--- src/design/tfce_pkg.sv ---
// Shared types and constants for the telemetry frame CRC check and field extract unit.
// No dependencies; every other design file but tfce_ifs imports this package.
package tfce_pkg;

    // Frame layout
    localparam int POS_W       = 7;
    localparam int FRAME_BYTES = 74;
    localparam int CRC_SPAN    = 70;
    localparam int POS_CRC_LO  = CRC_SPAN + 1;
    localparam int POS_CRC_HI  = CRC_SPAN + 2;

    // CRC-16, reflected form
    localparam logic [15:0] CRC_INIT = 16'hFFFF;
    localparam logic [15:0] CRC_POLY = 16'hA001;

    // Captured items
    localparam int ITEM_COUNT = 13;
    localparam int ID_W       = 4;
    localparam logic [7:0] NO_BYTE = 8'hFF;

    // Byte offset of the low (or only) byte and of the high byte for each item
    localparam logic [7:0] ITEM_LO [ITEM_COUNT] =
        '{8'd40, 8'd7, 8'd9, 8'd21, 8'd27, 8'd23, 8'd25, 8'd19, 8'd58, 8'd34,
          8'd67, 8'd68, 8'd37};
    localparam logic [7:0] ITEM_HI [ITEM_COUNT] =
        '{NO_BYTE, 8'd8, 8'd10, 8'd22, 8'd28, 8'd24, 8'd26, 8'd20, 8'd59, 8'd35,
          NO_BYTE, NO_BYTE, NO_BYTE};

    // One checked frame, as handed from the front part to the result sequencer
    typedef struct packed {
        logic [ITEM_COUNT-1:0][15:0] values;
        logic                        good;
        logic [15:0]                 crc;
    } frame_rec_t;

endpackage

--- src/design/tfce_ifs.sv ---
// Valid/ready channel interfaces for the byte input and the result output.
// No dependencies.
interface tfce_in_if;
    logic       valid;
    logic       ready;
    logic [7:0] rx_byte;
    logic       frame_start;

    modport source (output valid, rx_byte, frame_start, input ready);
    modport sink   (input valid, rx_byte, frame_start, output ready);
endinterface

interface tfce_out_if;
    logic        valid;
    logic        ready;
    logic [3:0]  item_id;
    logic [15:0] item_value;
    logic        crc_good;
    logic        last;

    modport source (output valid, item_id, item_value, crc_good, last, input ready);
    modport sink   (input valid, item_id, item_value, crc_good, last, output ready);
endinterface

--- src/design/tfce_front.sv ---
// Front part: tracks the byte position, runs the CRC, captures item fields.
// Depends on tfce_pkg; pushes one frame record per checked frame.
module tfce_front (
    input  logic                clk,
    input  logic                rst_n,
    input  logic                in_valid,
    output logic                in_ready,
    input  logic [7:0]          rx_byte,
    input  logic                frame_start,
    input  logic                q_full,
    output logic                push_valid,
    output tfce_pkg::frame_rec_t push_data
);
    import tfce_pkg::*;

    logic [POS_W-1:0]            pos_reg, pos_next, pos_eff;
    logic [15:0]                 crc_reg, crc_next;
    logic [7:0]                  crc_lo_reg, crc_lo_next;
    logic [ITEM_COUNT-1:0][15:0] cap_reg, cap_next;
    logic                        accept;

    // One byte of the reflected CRC, bit by bit
    function automatic logic [15:0] crc_byte(input logic [15:0] crc, input logic [7:0] b);
        logic [15:0] c;
        c = crc ^ {8'h00, b};
        for (int k = 0; k < 8; k++) begin
            if (c[0])
                c = (c >> 1) ^ CRC_POLY;
            else
                c = c >> 1;
        end
        return c;
    endfunction

    // Stall only when no queue slot is free
    assign in_ready = !q_full;
    assign accept   = in_valid && in_ready;
    assign pos_eff  = frame_start ? '0 : pos_reg;

    // Advance position, CRC and captures
    always_comb
    begin
        pos_next    = (pos_eff == POS_W'(FRAME_BYTES - 1)) ? '0 : pos_eff + 1'b1;
        crc_next    = crc_reg;
        crc_lo_next = crc_lo_reg;
        cap_next    = cap_reg;
        if (pos_eff == '0)
            crc_next = CRC_INIT;
        else if (pos_eff <= POS_W'(CRC_SPAN))
            crc_next = crc_byte(crc_reg, rx_byte);
        if (pos_eff == POS_W'(POS_CRC_LO))
            crc_lo_next = rx_byte;
        for (int i = 0; i < ITEM_COUNT; i++)
        begin
            if ({1'b0, pos_eff} == ITEM_LO[i])
            begin
                if (ITEM_HI[i] == NO_BYTE)
                    cap_next[i] = {8'h00, rx_byte};
                else
                    cap_next[i][7:0] = rx_byte;
            end
            else if ({1'b0, pos_eff} == ITEM_HI[i])
                cap_next[i][15:8] = rx_byte;
        end
    end

    // Hand off the frame when the high CRC byte arrives
    assign push_valid       = accept && (pos_eff == POS_W'(POS_CRC_HI));
    assign push_data.values = cap_reg;
    assign push_data.crc    = crc_reg;
    assign push_data.good   = (crc_lo_reg == crc_reg[7:0]) && (rx_byte == crc_reg[15:8]);

    // Control state
    always_ff @(posedge clk or negedge rst_n)
    begin
        if (!rst_n)
        begin
            pos_reg <= '0;
            crc_reg <= CRC_INIT;
        end
        else if (accept)
        begin
            pos_reg <= pos_next;
            crc_reg <= crc_next;
        end
    end

    // Captured payload
    always_ff @(posedge clk)
    begin
        if (accept)
        begin
            crc_lo_reg <= crc_lo_next;
            cap_reg    <= cap_next;
        end
    end

endmodule

--- src/design/tfce_queue.sv ---
// Two-entry queue of frame records between the front part and the sequencer.
// Depends on tfce_pkg.
module tfce_queue (
    input  logic                 clk,
    input  logic                 rst_n,
    input  logic                 push_valid,
    input  tfce_pkg::frame_rec_t push_data,
    output logic                 full,
    output logic                 head_valid,
    output tfce_pkg::frame_rec_t head_data,
    input  logic                 pop
);
    import tfce_pkg::*;

    frame_rec_t  slot_reg [2];
    logic        wr_ptr_reg, wr_ptr_next;
    logic        rd_ptr_reg, rd_ptr_next;
    logic [1:0]  count_reg, count_next;

    assign full       = (count_reg == 2'd2);
    assign head_valid = (count_reg != 2'd0);
    assign head_data  = slot_reg[rd_ptr_reg];

    // Move pointers and occupancy
    always_comb
    begin
        wr_ptr_next = push_valid ? !wr_ptr_reg : wr_ptr_reg;
        rd_ptr_next = pop ? !rd_ptr_reg : rd_ptr_reg;
        count_next  = count_reg;
        if (push_valid && !pop)
            count_next = count_reg + 2'd1;
        else if (pop && !push_valid)
            count_next = count_reg - 2'd1;
    end

    always_ff @(posedge clk or negedge rst_n)
    begin
        if (!rst_n)
        begin
            wr_ptr_reg <= 1'b0;
            rd_ptr_reg <= 1'b0;
            count_reg  <= 2'd0;
        end
        else
        begin
            wr_ptr_reg <= wr_ptr_next;
            rd_ptr_reg <= rd_ptr_next;
            count_reg  <= count_next;
        end
    end

    // Store the record
    always_ff @(posedge clk)
    begin
        if (push_valid)
            slot_reg[wr_ptr_reg] <= push_data;
    end

endmodule

--- src/design/tfce_back.sv ---
// Back part: walks the head frame record and emits one result per cycle unless the output stalls.
// Depends on tfce_pkg; drives a registered output stage.
module tfce_back (
    input  logic                 clk,
    input  logic                 rst_n,
    input  logic                 head_valid,
    input  tfce_pkg::frame_rec_t head_data,
    output logic                 pop,
    output logic                 out_valid,
    input  logic                 out_ready,
    output logic [3:0]           item_id,
    output logic [15:0]          item_value,
    output logic                 crc_good,
    output logic                 last
);
    import tfce_pkg::*;

    logic [ID_W-1:0] idx_reg, idx_next;
    logic            valid_reg, valid_next;
    logic [ID_W-1:0] id_reg, id_next;
    logic [15:0]     value_reg, value_next;
    logic            good_reg, good_next;
    logic            last_reg, last_next;
    logic            emit;

    // Load the output register when it is empty or being drained
    assign emit = head_valid && (!valid_reg || out_ready);

    // Select the next result
    always_comb
    begin
        id_next    = id_reg;
        value_next = value_reg;
        good_next  = good_reg;
        last_next  = last_reg;
        idx_next   = idx_reg;
        pop        = 1'b0;
        if (emit)
        begin
            good_next = head_data.good;
            if (head_data.good)
            begin
                id_next    = idx_reg;
                value_next = head_data.values[idx_reg];
                last_next  = (idx_reg == ID_W'(ITEM_COUNT - 1));
            end
            else
            begin
                id_next    = '0;
                value_next = head_data.crc;
                last_next  = 1'b1;
            end
            if (last_next)
            begin
                pop      = 1'b1;
                idx_next = '0;
            end
            else
                idx_next = idx_reg + 1'b1;
        end
        valid_next = emit || (valid_reg && !out_ready);
    end

    always_ff @(posedge clk or negedge rst_n)
    begin
        if (!rst_n)
        begin
            idx_reg   <= '0;
            valid_reg <= 1'b0;
        end
        else
        begin
            idx_reg   <= idx_next;
            valid_reg <= valid_next;
        end
    end

    // Hold the result payload
    always_ff @(posedge clk)
    begin
        id_reg    <= id_next;
        value_reg <= value_next;
        good_reg  <= good_next;
        last_reg  <= last_next;
    end

    assign out_valid  = valid_reg;
    assign item_id    = id_reg;
    assign item_value = value_reg;
    assign crc_good   = good_reg;
    assign last       = last_reg;

endmodule

--- src/design/telemetry_frame_crc_field_extract_unit.sv ---
// Top level of the telemetry frame CRC check and field extract unit.
// Depends on tfce_pkg, tfce_ifs, tfce_front, tfce_queue and tfce_back.
//
// The unit takes one frame byte per cycle on rx, runs a reflected CRC-16 (init 0xFFFF,
// poly 0xA001) over bytes 1 to 70 and checks it against bytes 71 (low) and 72 (high) of a
// 74-byte frame; frame_start forces the byte to be byte 0. When byte 72 is taken, a frame
// record goes into a two-entry queue; the result sequencer then emits from an output register,
// one per cycle while tx.ready is high, either thirteen captured values (crc_good 1, last on
// the thirteenth) or a single error result carrying the computed CRC. Input runs at one byte
// per cycle and stalls only while both queue entries hold frames, i.e. when the result side
// has been held back for a full frame or more.
module telemetry_frame_crc_field_extract_unit (
    input  logic        clk,
    input  logic        rst_n,
    tfce_in_if.sink     rx,
    tfce_out_if.source  tx
);
    import tfce_pkg::*;

    logic       q_full;
    logic       push_valid;
    frame_rec_t push_data;
    logic       head_valid;
    frame_rec_t head_data;
    logic       pop;

    // Byte intake, CRC and capture
    tfce_front u_front (
        .clk         (clk),
        .rst_n       (rst_n),
        .in_valid    (rx.valid),
        .in_ready    (rx.ready),
        .rx_byte     (rx.rx_byte),
        .frame_start (rx.frame_start),
        .q_full      (q_full),
        .push_valid  (push_valid),
        .push_data   (push_data)
    );

    // Frame record queue
    tfce_queue u_queue (
        .clk        (clk),
        .rst_n      (rst_n),
        .push_valid (push_valid),
        .push_data  (push_data),
        .full       (q_full),
        .head_valid (head_valid),
        .head_data  (head_data),
        .pop        (pop)
    );

    // Result sequencer
    tfce_back u_back (
        .clk        (clk),
        .rst_n      (rst_n),
        .head_valid (head_valid),
        .head_data  (head_data),
        .pop        (pop),
        .out_valid  (tx.valid),
        .out_ready  (tx.ready),
        .item_id    (tx.item_id),
        .item_value (tx.item_value),
        .crc_good   (tx.crc_good),
        .last       (tx.last)
    );

endmodule

--- src/flat_wrapper.sv ---
// flat-port wrapper written by rule: the top's interface ports become plain ports
module telemetry_frame_crc_field_extract_unit_flat import tfce_pkg::*;
  (clk, rst_n, rx_valid, rx_rx_byte, rx_frame_start, rx_ready, tx_valid, tx_item_id, tx_item_value, tx_crc_good, tx_last, tx_ready);
  tfce_in_if rx_i ();
  tfce_out_if tx_i ();
  input  logic clk;
  input  logic rst_n;
  input wire logic [$bits(rx_i.valid)-1:0] rx_valid;
  input wire logic [$bits(rx_i.rx_byte)-1:0] rx_rx_byte;
  input wire logic [$bits(rx_i.frame_start)-1:0] rx_frame_start;
  output wire logic [$bits(rx_i.ready)-1:0] rx_ready;
  output wire logic [$bits(tx_i.valid)-1:0] tx_valid;
  output wire logic [$bits(tx_i.item_id)-1:0] tx_item_id;
  output wire logic [$bits(tx_i.item_value)-1:0] tx_item_value;
  output wire logic [$bits(tx_i.crc_good)-1:0] tx_crc_good;
  output wire logic [$bits(tx_i.last)-1:0] tx_last;
  input wire logic [$bits(tx_i.ready)-1:0] tx_ready;
  assign rx_i.valid = rx_valid;
  assign rx_i.rx_byte = rx_rx_byte;
  assign rx_i.frame_start = rx_frame_start;
  assign rx_ready = rx_i.ready;
  assign tx_valid = tx_i.valid;
  assign tx_item_id = tx_i.item_id;
  assign tx_item_value = tx_i.item_value;
  assign tx_crc_good = tx_i.crc_good;
  assign tx_last = tx_i.last;
  assign tx_i.ready = tx_ready;
  telemetry_frame_crc_field_extract_unit u_core (.clk(clk), .rst_n(rst_n), .rx(rx_i), .tx(tx_i));
endmodule
--- config.mk ---
export PLATFORM = sky130hd
export DESIGN_NAME = telemetry_frame_crc_field_extract_unit_flat
export DESIGN_NICKNAME = d
export VERILOG_FILES = /design/src/design/tfce_pkg.sv /design/src/design/tfce_ifs.sv /design/src/design/tfce_front.sv /design/src/design/tfce_queue.sv /design/src/design/tfce_back.sv /design/src/design/telemetry_frame_crc_field_extract_unit.sv /design/src/flat_wrapper.sv
export SDC_FILE = /design/constraint.sdc
export NUM_CORES = 1
export LEC_CHECK = 0
export BUFFER_PORTS_ARGS = -buffer_cell sky130_fd_sc_hd__clkbuf_2
export CORE_ASPECT_RATIO = 0.75
export CORE_MARGIN = 2
export CORE_UTILIZATION = 63
export CTS_CLUSTER_SIZE = 12
export DETAILED_ROUTE_END_ITERATION = 7
export PLACE_DENSITY = 0.8
export SYNTH_ARGS = -nofsm -noshare
export SYNTH_HDL_FRONTEND = slang
export SYNTH_HIERARCHICAL = 1
export SYNTH_SLANG_ARGS = --single-unit
export TNS_END_PERCENT = 100
--- constraint.sdc ---
create_clock -name clk -period 16.6 [get_ports clk]
set_input_delay 3.32 -clock clk [delete_from_list [all_inputs] [get_ports clk]]
set_output_delay 3.32 -clock clk [all_outputs]
set_load 0.005 [all_outputs]
Word level (Yosys, flattened, before mapping)
Memories as Yosys holds them, arrays and structs flattened.
Index checks and enable logic that the tools add are counted.

operators by class
  add/subtract/negate cells = 4
  order comparisons = 2
  eq/ne operators = 29
  multiplexer cells = 38
  bitwise operators = 18
  reduce and logical (&&, ||, !) cells = 44

operator list
  operator             number
  $mux 16              26
  $eq 7x5->1 const B   10
  $bmux 16 s4          1
  $eq 7x6->1 const B   6
  $eq 7x7->1 const B   5
  $reduce_and 2->1     15
  $reduce_and 3->1     9
  $not 2->3            8
  $eq 7x4->1 const B   3
  $eq 8x8->1           2
  $xor 16x8->16        1
  $mux 7               2
  $not 1->1            9
  $add 7x1->7 const B  1
  $eq 7x3->1 const B   1
  $le 7x7->1 const B   1
  $logic_and 1x1->1    7
  $logic_not 1->1      7
  $logic_not 7->1      1
  $mux 1               6
  $reduce_bool 2->1    3
  $lt 4x5->1 const B   1
  $add 4x1->4 const B  1
  $eq 4x4->1 const B   1
  other kinds (6)      8

word-level totals
  bits in registers = 238
  bits in writable memories = 386
  output and inout port bits = 24
  word-level logic and storage cells = 170
  memories kept = 1

memories
  name                     depth  width  read ports  clocked after memory_dff  write ports  RTL line          source
  u_core.u_queue.slot_reg  2      193    1           0                         1            tfce_queue.sv:15  frame_rec_t slot_reg [2];

Logic depth before layout (Yosys ltp)
Gate-level depths: netlist of the first run.

  depth in word-level cells = 33
  gate-level depth with buffers = 13

By module
Netlist of the first run, hierarchy kept.

by module, submodules not included
  module      times used  cells an instance  area an instance (µm²)  seq. area each (µm²)
  tfce_queue  1           716                16992.5                 13613.1
  tfce_front  1           414                7480.9                  6120.9
  tfce_back   1           349                2946.6                  785.8

Worst setup path before layout of the first run
Ideal clock, no wire load.

  path kind = input to register
  start = in rx_valid
  end = mem u_core/u_queue/slot_reg[0][0] (netlist name), enable pin
  library setup time = 0.841 ns
  data arrival time = 14.198 ns
  required time = 15.759 ns
  setup slack = 1.560 ns
  cell stages on the path = 5
  path buffers = 1
  cells stage by stage = nand2b_1 -> clkbuf_1 -> or4_1 -> nor2_1 -> nor2b_1

on the way
  longest elaborated chain between the ends = 4

RTL lines
  what                          RTL line                                      source
  from (decl)                   flat_wrapper.sv:8                             input wire logic [$bits(rx_i.valid)-1:0] rx_valid;
  $logic_and 1x1->1             tfce_front.sv:37                              assign accept = in_valid && in_ready;
  $logic_and 1x1->1             tfce_front.sv:68                              assign push_valid = accept && (pos_eff == POS_W'(POS_CRC_HI));
  via u_core.push_valid         telemetry_frame_crc_field_extract_unit.sv:21  logic push_valid;
  $mux 1                        tfce_queue.sv:55                              if (push_valid)
  $mux 1 (not written as such)  tfce_queue.sv:56                              slot_reg[wr_ptr_reg] <= push_data;
  to (decl)                     tfce_queue.sv:15

The timed path passes the listed nets, and every way through them passes these cells.

Worst setup path after layout of the first run
  start = in rx_frame_start
  end = mem u_core/u_queue/slot_reg[1][209] (netlist name), enable pin

on the way
  longest elaborated chain between the ends = 5

RTL lines
  what                          RTL line                                      source
  from (decl)                   flat_wrapper.sv:10                            input wire logic [$bits(rx_i.frame_start)-1:0] rx_frame_start;
  $mux 7                        tfce_front.sv:38                              assign pos_eff = frame_start ? '0 : pos_reg;
  $eq 7x7->1                    tfce_front.sv:68
  $logic_and 1x1->1             tfce_front.sv:68
  via u_core.push_valid         telemetry_frame_crc_field_extract_unit.sv:21
  $mux 1                        tfce_queue.sv:55
  $mux 1 (not written as such)  tfce_queue.sv:56

The timed path passes the listed nets, and every way through them passes these cells.

==> flow_summary.ini, run 1 <==
[worst_setup_path]
startpoint_type = input pin
cp_cell_sequence = clkbuf_2, nand2b_1, or4_1, nor2_1, and2_4, buf_4, buf_4
crit_fanout = 79
crit_path_frequent_cell = sky130_fd_sc_hd__buf_4
slowest_delay_ps = 980
crit_path_end_kind = flip-flop
worstReg2RegEnd = u_core/u_queue/slot_reg[1][209]$_DFFE_PP_
r2r_depth = 7
required_ps = 16790
reg2reg_setup_slack_ps = 11340
crit_slowest_cell = sky130_fd_sc_hd__buf_4
critPathArrivalTime_ps = 7570
r2r-start = u_core/u_queue/count_reg[1]$_DFFE_PN0P_
crit_path_max_delay_family = buffers and inverters
timing_worst_setup_path_type = in2reg
critical_path.n_buffers_inverters = 3

[drt]
dr.first_iter.drc_count = 1567
route.detailed.vias_per_inst = 6.186
totalWireLength_um = 54230
drt_drc_violations_left = 0
number_of_iterations_in_the_first_detailed_routing_pass = 5
vias = 13260
route.antenna.remaining_nets = 0
wl_per_cell_um = 25.29

[cells_and_area]
num_antenna_cells = 0
layout-drive-gt1-share_pct = 25.35
finish.net_count = 1554
layoutNonFillerInstCount = 2144
syn_to_final_growth_pct = 9.026
utilization_pct = 69.22
num-fill-cells = 2597
largest_register_ff_count = 450

[run_status]
outcome = finished, final reports clean

[global_route]
grt-ovfl-total = 0
first_global_vias = 13480
antenna_found_initial = 0
grt_first_pass_wirelength_um = 81010
grt_max_degree = 199
grt_use_total_pct = 24.43

[synthesis]
post_synth_mux_area_share_pct = 14.17
post_synthesis_cell_area_mm2 = 0.02742
synth_top_family_by_area = multiplexers
synth.cells.most_frequent = sky130_fd_sc_hd__edfxtp_1, sky130_fd_sc_hd__mux2_4, sky130_fd_sc_hd__mux2_2
syn-mean-instance-area_um2 = 18.54
ys_seq_area_share_pct = 74.83
count_of_flip_flops_with_a_built_in_enable_after_synthesis = 656
synth-async-reset-ratio_pct = 4.651
yosys_register_bits = 688
synth_xor_xnor_area_share_pct = 1.656
synthesis.yosys.warnings = 6
yosys.cell_count.top_type = sky130_fd_sc_hd__edfxtp_1
yosys_most_used_dff = sky130_fd_sc_hd__edfxtp_1
ys_types = 53
number_of_instances_in_the_synthesized_netlist = 1479
synthDominantCellAreaShare_pct = 71.84
synthAdderAreaFrac_pct = 0.3194
dominant_cells_by_area_after_synthesis = sky130_fd_sc_hd__edfxtp_1, sky130_fd_sc_hd__mux2_4, sky130_fd_sc_hd__mux2_2
synth_top_cell_by_area = sky130_fd_sc_hd__edfxtp_1
synth_simple_gate_area_share_pct = 2.523
synth-compound-area-share_pct = 3.792

[timing]
hold_violations = 0
fin_crit_sh_pct = 44.42
setup_tns_ps = 0
timing.slew.headroom_pct = 13.49
timing.final.crit_period_ps = 7374
worstMarginPinSlew_ps = 1288
grt_setup_unrepaired = no
setup_violations = 0
finalClockSkew_ps = 24.28
fin_ws_ps = 9226
achievable-frequency_mhz = 135.6
final.hold.worst_slack_ps = 436.1
slew_viol_final = 0

[clock_tree]
cts.repair.resized = 0
cts_made_buffers = 68
postCtsSetupBuffers = 0
clock-root-buffer = sky130_fd_sc_hd__clkbuf_16
clock_sink_count = 688
cts_stage_hold_buffer_count = 0
clock_tree.htree_level_count = 3
clk_lat_worst_skew_ps = 590
cts_buffer_depth = 3
tritoncts_clock_tree = yes
path_clk_slew_ps = 60

[place]
gp_routability_congestion = 0.8455
hpwl_um = 31270
dpl.cell_count = 2042
place_worst_setup_slack_ps = 8698
port_buf_inserts = 36

[power]
p_per_area_mw_per_mm2 = 113.8
leakage_nw = 10.38
peakVddDrop_v = 0.00009916

[die]
die_area_mm2 = 0.04523
rows = 66
die-width_um = 244.9
pin_count = 37
die-height_um = 184.7
floorplan.core_area_mm2 = 0.04319
initial_core_util_pct = 63.49

[job]
maxCapViolations = 0

[hold_path]
holdCritStartpoint = u_core/u_front/push_data[79]$_DFFE_PP_
min-delay-path-class = reg2reg
timing.hold.worst_endpoint = u_core/u_queue/slot_reg[0][79]$_DFFE_PP_
hold_path_depth = 0
[worst reg2reg max path, cell delays in order (launching register included)]
cell	delay [ps]
sky130_fd_sc_hd__dfrtp_1	400
sky130_fd_sc_hd__nor2b_1	220
sky130_fd_sc_hd__nand2b_1	340
sky130_fd_sc_hd__or4_1	630
sky130_fd_sc_hd__nor2_1	320
sky130_fd_sc_hd__and2_4	950
sky130_fd_sc_hd__buf_4	960
sky130_fd_sc_hd__buf_4	1010
[cell type report]
| cell class | instances | area [um2] | share of cell area, % |
|---|---|---|---|
| multi-input combinational | 706 | 6329 | 21.17 |
| clock buffer | 93 | 1848 | 6.182 |
| tap | 578 | 723.2 | 2.419 |
| clock inverter | 9 | 70.07 | 0.2344 |
| timing repair buffer | 53 | 332.8 | 1.113 |
| inverter | 17 | 63.81 | 0.2135 |
| sequential | 688 | 20530 | 68.67 |
[logic make-up (layout without fill, tap and decap cells)]
logic type,count (synthesis),in the layout
AO/OA/AOI/OAI,164,164
XOR/XNOR,46,46
adder cells (fa/ha/maj),7,7
buffers and inverters,116,172
flip-flops,688,688
multiplexers,305,305
other,1,32
AND/OR/NAND/NOR,152,152
[per-layer routing]
| metal | share of wire (%) | vias to the layer above | global-route usage [%] | wire, um |
|---|---|---|---|---|
| met5 | 0 | - | 0 | 0 |
| met1 | 42 | 6734 | 35.57 | 22590 |
| met3 | 9.2 | 112 | 5.300 | 5009 |
| met2 | 46 | 673 | 37.27 | 25180 |
| met4 | 2.7 | 0 | 8.024 | 1447 |
| li1 | - | 5744 | - | - |
[worst max path at each step]
stage              startpoint                                   endpoint  slack, ps  cells after the start
2_1_floorplan        rx_valid    u_core/u_queue/slot_reg[0][0]$_DFFE_PP_       1560                      5
3_3_place_gp   rx_frame_start  u_core/u_queue/slot_reg[1][214]$_DFFE_PP_       8770                      7
3_5_place_dp   rx_frame_start  u_core/u_queue/slot_reg[1][211]$_DFFE_PP_       8700                      7
4_1_cts        rx_frame_start  u_core/u_queue/slot_reg[1][209]$_DFFE_PP_       9240                      7
5_1_grt        rx_frame_start  u_core/u_queue/slot_reg[1][162]$_DFFE_PP_       8960                      7
6_report       rx_frame_start  u_core/u_queue/slot_reg[1][209]$_DFFE_PP_       9230                      7
[power breakdown]
part / internal (mW) / switching (mW)
sequential: 1.91 / 0.0244
combinational: 0.0469 / 0.0549
clock: 0.773 / 0.593
[cell usage in the layout, fill, tap and decap left out, types with 6 or more instances in the layout]
cell type,netlist,layout
sky130_fd_sc_hd__a21oi_1,60,60
sky130_fd_sc_hd__a22oi_1,15,15
sky130_fd_sc_hd__a31oi_1,17,17
sky130_fd_sc_hd__a32o_1,15,15
sky130_fd_sc_hd__buf_4,38,15
sky130_fd_sc_hd__clkbuf_1,18,22
sky130_fd_sc_hd__clkbuf_16,0,70
sky130_fd_sc_hd__clkbuf_2,0,36
sky130_fd_sc_hd__conb_1,1,32
sky130_fd_sc_hd__dfrtp_1,16,13
sky130_fd_sc_hd__dfstp_2,16,16
sky130_fd_sc_hd__edfxtp_1,656,656
sky130_fd_sc_hd__ha_1,7,7
sky130_fd_sc_hd__inv_1,16,16
sky130_fd_sc_hd__mux2_2,86,86
sky130_fd_sc_hd__mux2_4,140,140
sky130_fd_sc_hd__mux2i_1,77,77
sky130_fd_sc_hd__nand2_1,31,31
sky130_fd_sc_hd__nand2b_1,8,8
sky130_fd_sc_hd__nand3_1,6,6
sky130_fd_sc_hd__nor2_1,71,70
sky130_fd_sc_hd__o21ai_0,32,32
sky130_fd_sc_hd__o21ai_1,9,9
sky130_fd_sc_hd__o22a_1,7,7
sky130_fd_sc_hd__xnor2_1,30,30
sky130_fd_sc_hd__xor2_1,11,11
[through the flow]
stage / instance area, um2 / power (mW)
after floorplan: 27540 / 2.037
after global placement: 27980 / 2.064
after detailed placement: 27980 / 2.068
after CTS: 29890 / 3.421
after global routing: 29890 / 3.497
final: 29890 / 3.402
(Power assumes the default switching activity.)
==> run 2: changes to the inputs <==
clock period = 7.12 ns   (was 16.6 ns; I/O delays follow)
==> run 2 against run 1 <==
  * Critical endpoint is now u_core/u_back/item_value[9]$_DFFE_PP_
  * Clock-buffer cell count rose by 11
  * Utilization rose by 0.19 points
  * Global-route usage rose by 0.054 points
  * Final area rose by 0.28%
  * Wire length rose by 0.44%
  * Via count fell by 1.5%
  * Register-to-register slack got worse by 8100 ps
==> flow_summary.ini, run 2 (same netlist as run 1, synthesis figures left out) <==
[global_route]
antenna_found_initial = 2
grt_first_pass_wirelength_um = 80410
grt_use_total_pct = 24.48
grt-ovfl-total = 0
grt_max_degree = 164
first_global_vias = 13000

[clock_tree]
cts.repair.resized = 0
postCtsSetupBuffers = 0
tritoncts_clock_tree = yes
path_clk_slew_ps = 60
clock-root-buffer = sky130_fd_sc_hd__clkbuf_16
cts_made_buffers = 68
clock_tree.htree_level_count = 3
clk_lat_worst_skew_ps = 570
cts_buffer_depth = 3
clock_sink_count = 688
cts_stage_hold_buffer_count = 0

[die]
rows = 66
pin_count = 37
floorplan.core_area_mm2 = 0.04319
initial_core_util_pct = 63.49
die-width_um = 244.9
die-height_um = 184.7
die_area_mm2 = 0.04523

[drt]
route.antenna.remaining_nets = 0
vias = 13060
route.detailed.vias_per_inst = 6.065
number_of_iterations_in_the_first_detailed_routing_pass = 5
totalWireLength_um = 54470
wl_per_cell_um = 25.30
drt_drc_violations_left = 0
dr.first_iter.drc_count = 1473

[worst_setup_path]
worstReg2RegEnd = u_core/u_back/item_value[9]$_DFFE_PP_
reg2reg_setup_slack_ps = 3240
crit_path_end_kind = flip-flop
startpoint_type = flip-flop
critPathArrivalTime_ps = 4180
crit_fanout = 150
timing_worst_setup_path_type = reg2reg
required_ps = 7420
r2r_depth = 6
r2r-start = u_core/u_queue/rd_ptr_reg$_DFFE_PN0P_

[hold_path]
timing.hold.worst_endpoint = u_core/u_queue/slot_reg[1][132]$_DFFE_PP_
hold_path_depth = 0
holdCritStartpoint = u_core/u_front/push_data[132]$_DFFE_PP_
min-delay-path-class = reg2reg

[place]
hpwl_um = 30990
gp_routability_congestion = 0.8699
port_buf_inserts = 36

[timing]
timing.slew.headroom_pct = 17.49
grt_setup_unrepaired = no
achievable-frequency_mhz = 257.4
timing.final.crit_period_ps = 3885
final.hold.worst_slack_ps = 438.6
fin_crit_sh_pct = 54.56
finalClockSkew_ps = 13.28
hold_violations = 0
worstMarginPinSlew_ps = 1227
setup_violations = 0
setup_tns_ps = 0
slew_viol_final = 0

[cells_and_area]
layout.cells.most_common_list = sky130_fd_sc_hd__edfxtp_1, sky130_fd_sc_hd__mux2_4, sky130_fd_sc_hd__mux2_2
most_common_cell_after_layout_fill_and_taps_aside = sky130_fd_sc_hd__edfxtp_1
syn_to_final_growth_pct = 9.332
finish.net_count = 1557
num_antenna_cells = 0
largest_register_ff_count = 450
layout-drive-gt1-share_pct = 25.33

[job]
maxCapViolations = 0

[power]
pwr-share-comb_pct = 3.0
power_frac_seq_pct = 56.4
netSwitchingFraction_pct = 19.44
p_clk_share_pct = 40.6
leakage_nw = 10.42
p_per_area_mw_per_mm2 = 266.3
power_switching_mw = 1.552
peakVddDrop_v = 0.0002550
intPower_mw = 6.431

[run_status]
outcome = finished, final reports clean
run 2: worst max path at each step:
stage	start	to	cells past startpoint
3_3_place_gp	rx_valid	u_core/u_queue/slot_reg[0][222]$_DFFE_PP_	6
2_1_floorplan	rx_valid	u_core/u_queue/slot_reg[0][0]$_DFFE_PP_	5
6_report	u_core/u_queue/rd_ptr_reg$_DFFE_PN0P_	u_core/u_back/item_value[9]$_DFFE_PP_	6
4_1_cts	u_core/u_queue/rd_ptr_reg$_DFFE_PN0P_	u_core/u_back/item_value[9]$_DFFE_PP_	6
5_1_grt	u_core/u_queue/rd_ptr_reg$_DFFE_PN0P_	u_core/u_back/item_value[9]$_DFFE_PP_	6
3_5_place_dp	rx_valid	u_core/u_queue/slot_reg[0][206]$_DFFE_PP_	6
run 2: critical path, cell delays in order, from the launching register on:
cell                      delay, ps
sky130_fd_sc_hd__dfrtp_4        970
sky130_fd_sc_hd__buf_12         730
sky130_fd_sc_hd__buf_4          660
sky130_fd_sc_hd__mux2_2         400
sky130_fd_sc_hd__a32o_1         260
sky130_fd_sc_hd__o21ai_0        220
sky130_fd_sc_hd__o21ai_0        130
run 2: layout make-up:
| cell class | instances | area, um2 |
|---|---|---|
| inverter | 17 | 63.81 |
| clock inverter | 4 | 46.29 |
| sequential | 688 | 20530 |
| tap | 578 | 723.2 |
| clock buffer | 104 | 1911 |
| timing repair buffer | 56 | 367.9 |
| fill | 2635 | 13210 |
| multi-input combinational | 706 | 6339 |
run 2: per-stage QoR:
step	utilization, %	power, mW	setup slack [ps]	instances	area [um2]
6_report	69.41	7.982	3235	2153	29980
5_1_grt	69.41	8.221	3073	2153	29980
4_1_cts	69.41	8.038	3245	2153	29980
3_5_place_dp	64.88	4.820	2969	2045	28020
3_3_place_gp	64.88	4.810	3018	2045	28020
2_1_floorplan	-	4.749	812.3	1510	27550
run 2: power groups by stage:
stage	Sequential (mW)	Clock, mW	Combinational, mW
2_1_floorplan	4.56	0	0.185
3_3_place_gp	4.58	0	0.227
3_5_place_dp	4.59	0	0.233
4_1_cts	4.50	3.30	0.239
5_1_grt	4.51	3.45	0.261
6_report	4.50	3.24	0.241
run 2: per-layer routing:
layer	part of all wire [%]	routed length [um]	vias up	track usage, %
li1	-	-	5753	-
met1	43	23160	6671	36.08
met2	46	25170	549	37.36
met3	8.6	4704	85	4.732
met4	2.6	1437	0	7.951
met5	0	0	-	0
==> run 3: changes to the inputs <==
clock period = 3.95 ns   (was 7.12 ns; I/O delays follow)
==> run 3 against run 2 <==
  * Final area up 0.86%
  * Sequential cell count unchanged
  * Global-route usage up 0.60 points
  * Clock power grew 77%
  * Wire length is 2.7% higher
  * Sequential power grew 81%
  * Critical endpoint is now u_core/u_queue/count_reg[1]$_DFFE_PN0P_
  * Largest cell class unchanged
  * Highest routed layer unchanged
==> flow_summary.ini, run 3 (same netlist as run 1, synthesis figures left out) <==
[cells_and_area]
multiInputGateArea_mm2 = 0.006341
seqCellArea_mm2 = 0.02053
largest_register_ff_count = 450
utilization_pct = 70.01
num-fill-cells = 2566
most_common_cell_after_layout_fill_and_taps_aside = sky130_fd_sc_hd__edfxtp_1
syn_to_final_growth_pct = 10.28
finish.net_count = 1584
layout.cells.most_common_list = sky130_fd_sc_hd__edfxtp_1, sky130_fd_sc_hd__mux2_4, sky130_fd_sc_hd__mux2_2
layout-drive-gt1-share_pct = 26.42
layoutNonFillerInstCount = 2180

[worst_setup_path]
timing_worst_setup_path_type = reg2reg
required_ps = 4410
crit_path_end_kind = flip-flop
crit_start = u_core/u_queue/rd_ptr_reg$_DFFE_PN0P_
reg2reg_setup_slack_ps = 840
timing.critical_path.depth = 10
crit_slowest_cell = sky130_fd_sc_hd__dfrtp_4
critPathArrivalTime_ps = 3570
critical_path.n_buffers_inverters = 3
worstReg2RegEnd = u_core/u_queue/count_reg[1]$_DFFE_PN0P_
r2r-start = u_core/u_queue/rd_ptr_reg$_DFFE_PN0P_
crit_fanout = 28
slowest_delay_ps = 750
worst_setup_path_endpoint = u_core/u_queue/count_reg[1]$_DFFE_PN0P_
startpoint_type = flip-flop
crit_path_max_delay_family = flip-flops
cp_cell_sequence = mux2_2, inv_1, buf_4, a31oi_1, nor2_1, inv_1, ha_1, xor2_1, nor2_1, xor2_1
r2r_depth = 10

[timing]
grt_setup_unrepaired = no
slew_viol_final = 0
setup_violations = 0
achievable-frequency_mhz = 321.6
hold_violations = 0
worstMarginPinSlew_ps = 1039
timing.slew.headroom_pct = 30.54
finalClockSkew_ps = 16.71
timing.final.crit_period_ps = 3109
fin_crit_sh_pct = 78.71

[clock_tree]
cts_buffer_depth = 3
cts.repair.resized = 0
clock_sink_count = 688
tritoncts_clock_tree = yes
clock_tree.htree_level_count = 3
path_clk_slew_ps = 60
clk_lat_worst_skew_ps = 580
cts_made_buffers = 67
clock-root-buffer = sky130_fd_sc_hd__clkbuf_16
postCtsSetupBuffers = 0
cts_stage_hold_buffer_count = 0

[global_route]
first_global_vias = 13620
grt_max_degree = 83
grt-ovfl-total = 0
grt_use_total_pct = 25.09
antenna_found_initial = 0
grt_first_pass_wirelength_um = 82660

[die]
floorplan.core_area_mm2 = 0.04319
pin_count = 37
initial_core_util_pct = 63.49
die_area_mm2 = 0.04523
die-width_um = 244.9
rows = 66
die-height_um = 184.7

[power]
pwr-share-comb_pct = 3.1
netSwitchingFraction_pct = 19.65
power_frac_seq_pct = 56.8
leakage_nw = 10.57
p_per_area_mw_per_mm2 = 473.7
power_switching_mw = 2.814
intPower_mw = 11.51
peakVddDrop_v = 0.0004211
p_clk_share_pct = 40.1

[drt]
number_of_iterations_in_the_first_detailed_routing_pass = 5
drt_drc_violations_left = 0
dr.first_iter.drc_count = 1704
route.antenna.remaining_nets = 0
vias = 13400
wl_per_cell_um = 25.66
route.detailed.vias_per_inst = 6.149
totalWireLength_um = 55940

[hold_path]
min-delay-path-class = in2async

[place]
gp_routability_congestion = 0.8484
port_buf_inserts = 36
hpwl_um = 32960
dpl.cell_count = 2073

[job]
maxCapViolations = 0

[run_status]
outcome = finished, final reports clean
==> run 3: per-layer routing <==
metal	global-route usage, %	vias up	share of wire (%)
li1	-	5808	-
met1	35.36	6753	41
met2	38.31	717	47
met3	6.538	126	9.9
met4	9.024	0	3.0
met5	0	-	0
==> run 3: metrics by stage <==
stage               setup TNS [ps]  setup slack, ps  hold WS [ps]  cell area, um2  total power, mW
finish                           0            841.0         330.9           30240            14.32
global route                     0            654.7         372.3           30240            14.71
CTS                              0            889.6         313.5           30240            14.39
detailed placement               0            713.7         429.6           28320            8.713
global placement                 0            793.1         421.7           28320            8.691
floorplan                  -520300            -1465         421.5           27590            8.562
==> run 3: worst min path at each step <==
stage                                       startpoint                                   endpoint  slack (ps)  cells after the start
2_1_floorplan  u_core/u_front/push_data[100]$_DFFE_PP_  u_core/u_queue/slot_reg[0][100]$_DFFE_PP_         420                      0
3_3_place_gp   u_core/u_front/push_data[159]$_DFFE_PP_  u_core/u_queue/slot_reg[0][159]$_DFFE_PP_         420                      0
3_5_place_dp   u_core/u_front/push_data[143]$_DFFE_PP_  u_core/u_queue/slot_reg[1][143]$_DFFE_PP_         430                      0
4_1_cts                                          rst_n      u_core/u_front/pos_reg[1]$_DFFE_PN0P_         310                      1
5_1_grt                                          rst_n      u_core/u_front/pos_reg[0]$_DFFE_PN0P_         370                      1
6_report                                         rst_n      u_core/u_front/pos_reg[0]$_DFFE_PN0P_         330                      1
==> run 3: worst reg2reg max path, stage by stage, from the launching register on <==
cell and delay [ps]:
sky130_fd_sc_hd__dfrtp_4 750, sky130_fd_sc_hd__mux2_2 540, sky130_fd_sc_hd__inv_1 90, sky130_fd_sc_hd__buf_4 240, sky130_fd_sc_hd__a31oi_1 490, sky130_fd_sc_hd__nor2_1 170, sky130_fd_sc_hd__inv_1 90, sky130_fd_sc_hd__ha_1 180
sky130_fd_sc_hd__xor2_1 210, sky130_fd_sc_hd__nor2_1 80, sky130_fd_sc_hd__xor2_1 150
==> run 3: final cells by class <==
type,count,area share [%]
well taps,578,2.392
diodes,1,0.008276
multi-input cells,706,20.97
clock inverters,1,0.02897
repair buffers,84,2.201
inverters,17,0.2110
flip-flops and latches,688,67.89
clock buffers,105,6.298
==> run 3: power groups by stage <==
| stage | combinational, mW | sequential (mW) | clock, mW |
|---|---|---|---|
| 6_report | 0.444 | 8.13 | 5.75 |
| 4_1_cts | 0.438 | 8.13 | 5.82 |
| 5_1_grt | 0.474 | 8.14 | 6.10 |
| 2_1_floorplan | 0.336 | 8.23 | 0 |
| 3_5_place_dp | 0.431 | 8.28 | 0 |
| 3_3_place_gp | 0.417 | 8.27 | 0 |
